--- src/rtl/core/ffba_pkg.sv ---
// package for the first-fit block allocator
// holds the field widths, request and status codes and the sequencer states
// no dependencies
`default_nettype none

package ffba_pkg;

    // fixed field widths
    localparam int SIZE_W   = 14;
    localparam int ADDR_W   = 10;
    localparam int STATUS_W = 4;

    // packed stream widths
    localparam int S_DATA_W = 24;
    localparam int M_DATA_W = 16;

    // request kinds
    localparam logic REQ_ALLOC = 1'b0;
    localparam logic REQ_FREE  = 1'b1;

    // result status codes
    typedef enum logic [STATUS_W-1:0] {
        STAT_REUSED        = 4'd0,
        STAT_APPENDED      = 4'd1,
        STAT_MARKED_FREE   = 4'd2,
        STAT_TAIL_RELEASED = 4'd3,
        STAT_ZERO_SIZE     = 4'd4,
        STAT_HEAP_FULL     = 4'd5,
        STAT_TABLE_FULL    = 4'd6,
        STAT_NULL          = 4'd7,
        STAT_INVALID       = 4'd8
    } t_status;

    // sequencer states
    typedef enum logic [1:0] {
        S_IDLE,
        S_SCAN,
        S_RESOLVE,
        S_OUT
    } t_state;

endpackage

`default_nettype wire

--- src/rtl/core/ffba_table.sv ---
// block table memory of the first-fit block allocator
// one write port and one registered read port; no dependencies
`default_nettype none

module ffba_table #(
    parameter int DEPTH = 32,
    parameter int EW    = 25
) (
    input  wire logic                     i_clk,
    input  wire logic                     i_wr_en,
    input  wire logic [$clog2(DEPTH)-1:0] i_wr_idx,
    input  wire logic [EW-1:0]            i_wr_data,
    input  wire logic [$clog2(DEPTH)-1:0] i_rd_idx,
    output logic      [EW-1:0]            o_rd_data
);

    logic [EW-1:0] r_mem [DEPTH];

    // write port
    always_ff @(posedge i_clk) begin
        if (i_wr_en) begin
            r_mem[i_wr_idx] <= i_wr_data;
        end
    end

    // registered read port
    always_ff @(posedge i_clk) begin
        o_rd_data <= r_mem[i_rd_idx];
    end

endmodule

`default_nettype wire

--- src/rtl/core/first_fit_block_allocator.sv ---
// first-fit block allocator: a zero-size or null item goes straight to the result stage
// once taken; any other item walks the table, one entry per cycle through the table read
// port and the shared compare unit, up to the first match or the last entry, and then
// resolves its result. the next item is taken in the cycle after the result moves to the
// output register; a finished item waits only while an earlier result is still held for
// o_m_axis_tvalid/i_m_axis_tready. i_rst_n is synchronous, active low, and empties the
// table and the heap; table contents stay undefined until written.
// depends on ffba_pkg and ffba_table
`default_nettype none

module first_fit_block_allocator
    import ffba_pkg::*;
#(
    parameter int HEAP_WORDS   = 1024,
    parameter int MAX_BLOCKS   = 32,
    parameter int HEADER_WORDS = 4,
    parameter int WORD_BYTES   = 8
) (
    input  wire logic                i_clk,
    input  wire logic                i_rst_n,
    // input item
    input  wire logic                i_s_axis_tvalid,
    output logic                     o_s_axis_tready,
    input  wire logic [S_DATA_W-1:0] i_s_axis_tdata,  // size_bytes[13:0], data_address[23:14]
    input  wire logic                i_s_axis_tuser,  // req_type
    // result item
    output logic                     o_m_axis_tvalid,
    input  wire logic                i_m_axis_tready,
    output logic      [M_DATA_W-1:0] o_m_axis_tdata,  // result_address[9:0], zero pad
    output logic      [STATUS_W-1:0] o_m_axis_tuser   // status[3:0]
);

    // widths derived from the parameters
    localparam int AW  = $clog2(HEAP_WORDS);          // block start
    localparam int TW  = AW + 1;                      // heap top
    localparam int IW  = $clog2(MAX_BLOCKS);          // table index
    localparam int CW  = $clog2(MAX_BLOCKS + 1);      // block count
    localparam int EW  = AW + SIZE_W + 1;             // table entry
    localparam int XW  = (AW + 1 > ADDR_W) ? AW + 1 : ADDR_W;
    localparam int WW  = 16;                          // block length in words
    localparam int SW  = ((TW > WW) ? TW : WW) + 1;   // top plus length
    // ceil division by WORD_BYTES as a reciprocal multiply, exact for 15-bit operands
    localparam int RK  = 18;
    localparam int RM  = ((1 << RK) + WORD_BYTES - 1) / WORD_BYTES;
    localparam int RMW = RK + 1;
    localparam int PW  = SIZE_W + 1 + RMW;

    // data word address of a block start
    function automatic logic [ADDR_W-1:0] data_addr(input logic [AW-1:0] start);
        logic [XW-1:0] sum;
        sum = XW'(start) + XW'(HEADER_WORDS);
        return sum[ADDR_W-1:0];
    endfunction

    t_state             r_state, n_state;
    logic               r_req;
    logic [SIZE_W-1:0]  r_size;
    logic [ADDR_W-1:0]  r_addr;
    logic [WW-1:0]      r_words;
    logic [CW-1:0]      r_count, n_count;
    logic [TW-1:0]      r_top, n_top;
    logic [CW-1:0]      r_idx;
    logic               r_chk_vld;
    logic [IW-1:0]      r_chk_idx;
    logic               r_hit;
    logic [IW-1:0]      r_hit_idx;
    logic [EW-1:0]      r_hit_entry;
    t_status            r_status, n_status;
    logic [ADDR_W-1:0]  r_res_addr, n_res_addr;
    logic               r_out_vld;
    t_status            r_out_status;
    logic [ADDR_W-1:0]  r_out_addr;

    logic               s_accept;
    logic               m_done;
    logic               out_free;
    logic               issue;
    logic               hit;
    logic [EW-1:0]      rd_data;
    logic               wr_en;
    logic [IW-1:0]      wr_idx;
    logic [EW-1:0]      wr_data;

    assign s_accept = i_s_axis_tvalid && o_s_axis_tready;
    assign m_done   = o_m_axis_tvalid && i_m_axis_tready;
    assign out_free = !r_out_vld || i_m_axis_tready;
    assign issue    = (r_idx < r_count);

    // block table
    ffba_table #(
        .DEPTH (MAX_BLOCKS),
        .EW    (EW)
    ) u_table (
        .i_clk     (i_clk),
        .i_wr_en   (wr_en),
        .i_wr_idx  (wr_idx),
        .i_wr_data (wr_data),
        .i_rd_idx  (r_idx[IW-1:0]),
        .o_rd_data (rd_data)
    );

    // entry fields of the word being checked and of the hit
    logic [AW-1:0]     rd_start;
    logic [SIZE_W-1:0] rd_size;
    logic              rd_free;
    logic [AW-1:0]     hit_start;
    assign rd_start  = rd_data[AW-1:0];
    assign rd_size   = rd_data[AW+SIZE_W-1:AW];
    assign rd_free   = rd_data[EW-1];
    assign hit_start = r_hit_entry[AW-1:0];

    // shared compare unit: size fit on allocate, address match on free
    logic [SIZE_W-1:0] cmp_a, cmp_b;
    logic [SIZE_W:0]   cmp_diff;
    logic              cmp_ge, cmp_eq;
    always_comb begin
        if (r_req == REQ_ALLOC) begin
            cmp_a = rd_size;
            cmp_b = r_size;
        end else begin
            cmp_a = SIZE_W'(data_addr(rd_start));
            cmp_b = SIZE_W'(r_addr);
        end
        cmp_diff = {1'b0, cmp_a} - {1'b0, cmp_b};
        cmp_ge   = !cmp_diff[SIZE_W];
        cmp_eq   = (cmp_diff == '0);
    end
    assign hit = r_chk_vld && ((r_req == REQ_ALLOC) ? (rd_free && cmp_ge) : cmp_eq);

    // block length in words: header plus rounded-up size
    logic [SIZE_W:0] round_up;
    logic [PW-1:0]   recip_prod;
    assign round_up   = {1'b0, r_size} + (SIZE_W + 1)'(WORD_BYTES - 1);
    assign recip_prod = PW'(round_up) * PW'(RM);

    always_ff @(posedge i_clk) begin
        r_words <= WW'(HEADER_WORDS) + recip_prod[RK+WW-1:RK];
    end

    // append fit test
    logic [SW-1:0] top_sum;
    logic          heap_fits;
    assign top_sum   = SW'(r_top) + SW'(r_words);
    assign heap_fits = (top_sum < SW'(HEAP_WORDS));

    // next state
    always_comb begin
        n_state = r_state;
        case (r_state)
            S_IDLE: begin
                if (s_accept) begin
                    if ((i_s_axis_tuser == REQ_ALLOC && i_s_axis_tdata[SIZE_W-1:0] == '0)
                        || (i_s_axis_tuser == REQ_FREE
                            && i_s_axis_tdata[SIZE_W+ADDR_W-1:SIZE_W] == '0)) begin
                        n_state = S_OUT;
                    end else begin
                        n_state = S_SCAN;
                    end
                end
            end
            S_SCAN: begin
                if (hit || (!r_chk_vld && !issue)) begin
                    n_state = S_RESOLVE;
                end
            end
            S_RESOLVE: n_state = S_OUT;
            S_OUT: begin
                if (out_free) begin
                    n_state = S_IDLE;
                end
            end
            default: n_state = S_IDLE;
        endcase
    end

    // outputs and table updates
    always_comb begin
        n_status   = r_status;
        n_res_addr = r_res_addr;
        n_count    = r_count;
        n_top      = r_top;
        wr_en      = 1'b0;
        wr_idx     = r_hit_idx;
        wr_data    = {1'b0, r_hit_entry[EW-2:0]};
        case (r_state)
            S_IDLE: begin
                n_res_addr = '0;
                n_status   = (i_s_axis_tuser == REQ_ALLOC) ? STAT_ZERO_SIZE : STAT_NULL;
            end
            S_RESOLVE: begin
                if (r_req == REQ_ALLOC) begin
                    if (r_hit) begin
                        // reuse the first fitting free block
                        wr_en      = 1'b1;
                        n_status   = STAT_REUSED;
                        n_res_addr = data_addr(hit_start);
                    end else if (!heap_fits) begin
                        n_status = STAT_HEAP_FULL;
                    end else if (r_count == CW'(MAX_BLOCKS)) begin
                        n_status = STAT_TABLE_FULL;
                    end else begin
                        // append at the heap top
                        wr_en      = 1'b1;
                        wr_idx     = r_count[IW-1:0];
                        wr_data    = {1'b0, r_size, r_top[AW-1:0]};
                        n_status   = STAT_APPENDED;
                        n_res_addr = data_addr(r_top[AW-1:0]);
                        n_count    = r_count + 1'b1;
                        n_top      = top_sum[TW-1:0];
                    end
                end else begin
                    if (!r_hit) begin
                        n_status = STAT_INVALID;
                    end else if (CW'(r_hit_idx) + 1'b1 == r_count) begin
                        // last block goes back to the heap top
                        n_status = STAT_TAIL_RELEASED;
                        n_count  = r_count - 1'b1;
                        n_top    = TW'(hit_start);
                    end else begin
                        wr_en    = 1'b1;
                        wr_data  = {1'b1, r_hit_entry[EW-2:0]};
                        n_status = STAT_MARKED_FREE;
                    end
                end
            end
            default: begin
            end
        endcase
    end

    // control registers
    always_ff @(posedge i_clk) begin
        if (!i_rst_n) begin
            r_state   <= S_IDLE;
            r_count   <= '0;
            r_top     <= '0;
            r_chk_vld <= 1'b0;
            r_out_vld <= 1'b0;
        end else begin
            r_state <= n_state;
            r_count <= n_count;
            r_top   <= n_top;
            if (r_state == S_SCAN) begin
                r_chk_vld <= issue && !hit;
            end else begin
                r_chk_vld <= 1'b0;
            end
            if (r_state == S_OUT && out_free) begin
                r_out_vld <= 1'b1;
            end else if (m_done) begin
                r_out_vld <= 1'b0;
            end
        end
    end

    // request, scan and result registers
    always_ff @(posedge i_clk) begin
        r_status   <= n_status;
        r_res_addr <= n_res_addr;
        r_chk_idx  <= r_idx[IW-1:0];
        if (s_accept) begin
            r_req  <= i_s_axis_tuser;
            r_size <= i_s_axis_tdata[SIZE_W-1:0];
            r_addr <= i_s_axis_tdata[SIZE_W+ADDR_W-1:SIZE_W];
            r_idx  <= '0;
            r_hit  <= 1'b0;
        end else if (r_state == S_SCAN) begin
            if (issue) begin
                r_idx <= r_idx + 1'b1;
            end
            if (hit) begin
                r_hit       <= 1'b1;
                r_hit_idx   <= r_chk_idx;
                r_hit_entry <= rd_data;
            end
        end
    end

    // output register, loaded once the previous result is gone
    always_ff @(posedge i_clk) begin
        if (r_state == S_OUT && out_free) begin
            r_out_status <= r_status;
            r_out_addr   <= r_res_addr;
        end
    end

    assign o_s_axis_tready = (r_state == S_IDLE);
    assign o_m_axis_tvalid = r_out_vld;
    assign o_m_axis_tdata  = M_DATA_W'(r_out_addr);
    assign o_m_axis_tuser  = r_out_status;

`ifndef ASSERT_OFF
    // a waiting result holds still
    a_out_stable: assert property (@(posedge i_clk) disable iff (!i_rst_n)
        (o_m_axis_tvalid && !i_m_axis_tready)
        |=> (o_m_axis_tvalid && $stable(o_m_axis_tdata) && $stable(o_m_axis_tuser)))
        else $error("result changed while waiting");

    // table count and heap top stay in range
    a_count_range: assert property (@(posedge i_clk) disable iff (!i_rst_n)
        r_count <= CW'(MAX_BLOCKS))
        else $error("block count out of range");

    a_top_range: assert property (@(posedge i_clk) disable iff (!i_rst_n)
        r_top < TW'(HEAP_WORDS))
        else $error("heap top out of range");

    // empty table means empty heap
    a_empty_heap: assert property (@(posedge i_clk) disable iff (!i_rst_n)
        (r_count == '0) |-> (r_top == '0))
        else $error("heap top nonzero with empty table");

    // only successful allocations carry an address
    a_addr_zero: assert property (@(posedge i_clk) disable iff (!i_rst_n)
        (o_m_axis_tvalid
         && !(o_m_axis_tuser == STAT_REUSED || o_m_axis_tuser == STAT_APPENDED))
        |-> (o_m_axis_tdata == '0))
        else $error("address on failed or free result");
`endif

endmodule

`default_nettype wire
--- config.mk ---
export PLATFORM = sky130hd
export DESIGN_NAME = first_fit_block_allocator
export DESIGN_NICKNAME = d
export VERILOG_FILES = /design/src/rtl/core/ffba_pkg.sv /design/src/rtl/core/ffba_table.sv /design/src/rtl/core/first_fit_block_allocator.sv
export SDC_FILE = /design/constraint.sdc
export NUM_CORES = 1
export LEC_CHECK = 0
export BUFFER_PORTS_ARGS = -buffer_cell sky130_fd_sc_hd__buf_4
export CAP_MARGIN = 20
export CORE_MARGIN = 5
export CORE_UTILIZATION = 63
export CTS_CLUSTER_DIAMETER = 60
export DETAILED_ROUTE_END_ITERATION = 8
export HOLD_SLACK_MARGIN = 0.03
export PLACE_DENSITY_LB_ADDON = 0.15
export SLEW_MARGIN = 10
export SYNTH_ARGS = -nofsm -noshare
export SYNTH_HDL_FRONTEND = slang
export SYNTH_HIERARCHICAL = 1
export SYNTH_SLANG_ARGS = --single-unit
--- constraint.sdc ---
create_clock -name i_clk -period 6.25 [get_ports i_clk]
set_input_delay 1.25 -clock i_clk [delete_from_list [all_inputs] [get_ports i_clk]]
set_output_delay 1.25 -clock i_clk [all_outputs]
set_load 0.02 [all_outputs]
==> results.py <==
metrics = {
    "routing": {
        "wirelength_met1_mm": 36.5,
        "ant_nets": 0,
        "drt-total-wl_mm": 91.7,
        "drc": 0,
        "via_count": 21700,
        "avgRoutedWirePerCell_um": 26.7,
        "vias_per_cell": 6.32,
        "drt_iter0_drc": 2394,
        "dr_wl_met3_mm": 7.91,
        "met2_length_mm": 44.2,
        "dr.pass1.iters": 7,
        "maxUsedRoutingLayer": "met4",
    },
    "timing": {
        "rsz0062_at_grt": "no",
        "fin_skew_ps": 20.7,
        "final_max_slew_viol_count": 0,
        "fin_setup_tns_ps": 0,
        "period_share": 0.827,
        "finalHoldViolCount": 0,
        "finalSetupViolCount": 0,
        "tightestPinTransition_ps": 1110,
        "fmax_mhz": 193,
        "max_slew_margin": 0.255,
        "min_period_ps": 5170,
        "whs_ps": 403,
    },
    "worst_hold_path": {
        "hold_path.class": "register to register",
        "min_from": "r_chk_idx[0]",
    },
    "setup_path": {
        "path_buf_inv": 2,
        "slowest_stage": "or3b_2",
        "critical-path-top-delay-family": "simple AND/OR/NAND/NOR gates",
        "cp.required_ps": 6580,
        "worst-path-max-fanout": 29,
        "start_kind": "register",
        "path_cells": "ha_1 -> inv_1 -> fa_1 -> nor2b_4 -> o21ai_2 -> a21boi_2 -> o31ai_4 -> a211oi_2 -> mux2i_2 -> and3_1 -> nand2_4 -> a22o_1 -> or3b_2 -> nor2_2 -> buf_4",
        "timing.rr.end": "u_table/r_mem[11][15]",
        "r2r_start": "r_top[0]",
        "crit_end": "u_table/r_mem[11][15]",
        "slowest_delay_ps": 580,
        "rrSetupSlack_ps": 1080,
        "arrival_ps": 5500,
        "cp-end-kind": "register",
        "crit_path_start": "r_top[0]",
        "path_class": "register to register",
        "r2r_cells": 15,
        "cp_num_cells": 15,
    },
    "floorplanning": {
        "initial_core_util": 0.635,
        "die_h_um": 259,
        "pin_count": 51,
        "rows": 91,
        "core-area_sq_mm": 0.0616,
        "dieArea_sq_mm": 0.0672,
        "die_w_um": 259,
    },
    "layout": {
        "final_cell_count_no_fill": 3440,
        "fin_nets": 2604,
        "drive_above_1_share": 0.123,
        "fill_cells": 4031,
        "n_antenna_cell": 0,
        "fin_area_sq_mm": 0.0431,
        "fin_util": 0.700,
        "syn2layout_area_growth_pct": 10.2,
    },
    "power_and_ir_drop": {
        "leakage_uw": 0.0137,
        "p_per_area_mw_per_mm2": 325,
        "sequentialPowerShare": 0.516,
        "p_int_uw": 10700,
        "p_sw_frac": 0.237,
        "combPwrFrac": 0.102,
        "p_sw_uw": 3320,
        "pwr-share-clk": 0.382,
        "irDropWorstVdd_uv": 272,
    },
    "grt": {
        "grt_pass1_wl_mm": 136,
        "antenna_found_initial": 2,
        "gr-total-overflow": 0,
        "grt_max_degree": 89,
        "first_global_vias": 21500,
        "grt_usage": 0.271,
    },
    "cts": {
        "postCtsSetupBuffers": 0,
        "cts-root-buf": "clkbuf_16",
        "ctsHtreeMaxLevel": 3,
        "cts_hold_buf": 0,
        "clkSinkCount": 953,
        "clockBufferDepth": 3,
        "cts_buffers": 94,
        "clk_pin_slew_ps": 60,
        "ctsResizeCount": 0,
        "clk_latency_ps": 660,
        "cts_tree": "yes",
    },
    "yosys": {
        "ys_seq_area_frac": 0.713,
        "synth-async-reset-ratio": 0,
        "ys_ff_latch": 953,
        "synth_edf_count": 882,
        "syn_inst": 2458,
        "ys.flop_type": "edfxtp_1",
        "syn_area_per_cell_sq_um": 15.9,
        "netlist_area_sq_mm": 0.0391,
        "synth_cell_types": 78,
        "synth-warning-count": 6,
    },
    "place": {
        "numPortBuffers": 44,
        "dp_hpwl_mm": 56.8,
        "placed_cells": 3269,
        "dpl_cell_area_sq_mm": 0.0402,
        "place_congestion": 0.917,
    },
    "run_status": {
        "status": "completed",
    },
    "flow_run": {
        "maxCapViolations": 0,
    },
}
==> per-stage QoR <==
step	setup slack, ps	total power [uW]
2_1_floorplan	1270	8430
3_3_place_gp	1300	8750
3_5_place_dp	1150	8780
4_1_cts	1140	14100
5_1_grt	878	14500
6_report	1080	14000
==> Yosys cell counts, types with 30 or more instances <==
library cell  instances  share of area
a21oi_1             111          0.014
a22o_1               56          0.013
a22oi_1              76          0.015
a31oi_1              30         0.0048
buf_2                34         0.0043
clkbuf_1             35         0.0034
dfxtp_1              71          0.036
edfxtp_1            882           0.68
ha_1                 43          0.014
mux2i_1             422           0.11
nand2_1             117          0.011
nand3_1             100          0.013
nor2_1               94         0.0090
nor3_1               37         0.0047
==> area by class of cell <==
cell class              count  area [sq um]  share of cell area
clock inverters            43           387             0.00896
inverters                  25          93.8             0.00218
clock buffers             127          2540              0.0589
well taps                 837          1050              0.0243
multi-input cells        1355         10400               0.240
repair buffers            100           783              0.0182
flip-flops and latches    953         27900               0.647
==> how the worst min path moves through the flow <==
| stage | to | slack (ps) | cells past startpoint |
|---|---|---|---|
| finish | r_hit_idx[0] | 400 | 0 |
| global route | r_hit_idx[1] | 410 | 0 |
| CTS | r_hit_idx[1] | 400 | 0 |
| detailed placement | r_hit_idx[0] | 390 | 0 |
| global placement | r_hit_idx[0] | 390 | 0 |
| floorplan | r_hit_idx[0] | 390 | 0 |
==> cells by family after synthesis <==
kind of cell    count (synthesis)  share of synthesized area
compound gates                350                     0.0616
xor+xnor                       50                     0.0112
fa+ha+maj                      46                     0.0153
buf+inv                       156                     0.0253
flops                         953                      0.713
mux                           455                      0.118
other cells                     1                  0.0000958
simple gates                  447                     0.0555
==> placed cells by master, fill, tap and decap left out, drive strengths merged, types with 7 or more instances in the layout <==
cell and count:
nor2 96, clkinv 36, nor3 38, or3 7
buf 100, dfxtp 71, nand3 100, nor2b 15
and2 12, a211oi 14, nor4 8, edfxtp 882
a21oi 111, xnor2 24, a22oi 76, a31oi 30
inv 28, nand2 118, mux2 32, xor2 26
mux2i 423, clkbuf 127, ha 43, conb 7
o21ai 19, nand2b 8, a22o 56, nand4 7
and3 12, a21o 10
==> power by group through the flow <==
stage                     Sequential (uW)  Clock, uW  Combinational [uW]
after global placement               7360          0                1390
after detailed placement             7370          0                1420
after global routing                 7250       5700                1560
after floorplan                      7300          0                1130
after CTS                            7240       5420                1430
final                                7240       5350                1430
==> sequential cells by signal, indices dropped and copies added, names as in the netlist <==
| register | flops |
|---|---|
| o_m_axis_tuser | 4 |
| o_m_axis_tvalid | 1 |
| r_addr | 10 |
| r_chk_idx | 5 |
| r_chk_vld | 1 |
| r_count | 6 |
| r_hit | 1 |
| r_hit_entry | 24 |
| r_hit_idx | 5 |
| r_idx | 6 |
| r_out_addr | 10 |
| r_req | 1 |
| r_res_addr | 10 |
| r_size | 14 |
| r_state | 2 |
| r_status | 4 |
| r_top | 11 |
| r_words | 13 |
| u_table/o_rd_data | 25 |
| u_table/r_mem | 800 |
==> worst register-to-register path: stages (launching register included) <==
cell and delay, ps:
dfxtp_1 380, ha_1 190, inv_1 60, fa_1 420, nor2b_4 150, o21ai_2 70
a21boi_2 230, o31ai_4 100, a211oi_2 240, mux2i_2 360, and3_1 430, nand2_4 330
a22o_1 440, or3b_2 580, nor2_2 480, buf_4 370
==> layer usage <==
metal	track usage	up-vias
li1	-	9672
met1	0.375	11000
met5	0	-
met2	0.439	939
met3	0.0593	178
met4	0.0885	0
Note: power is estimated with default switching activity, not from simulation.
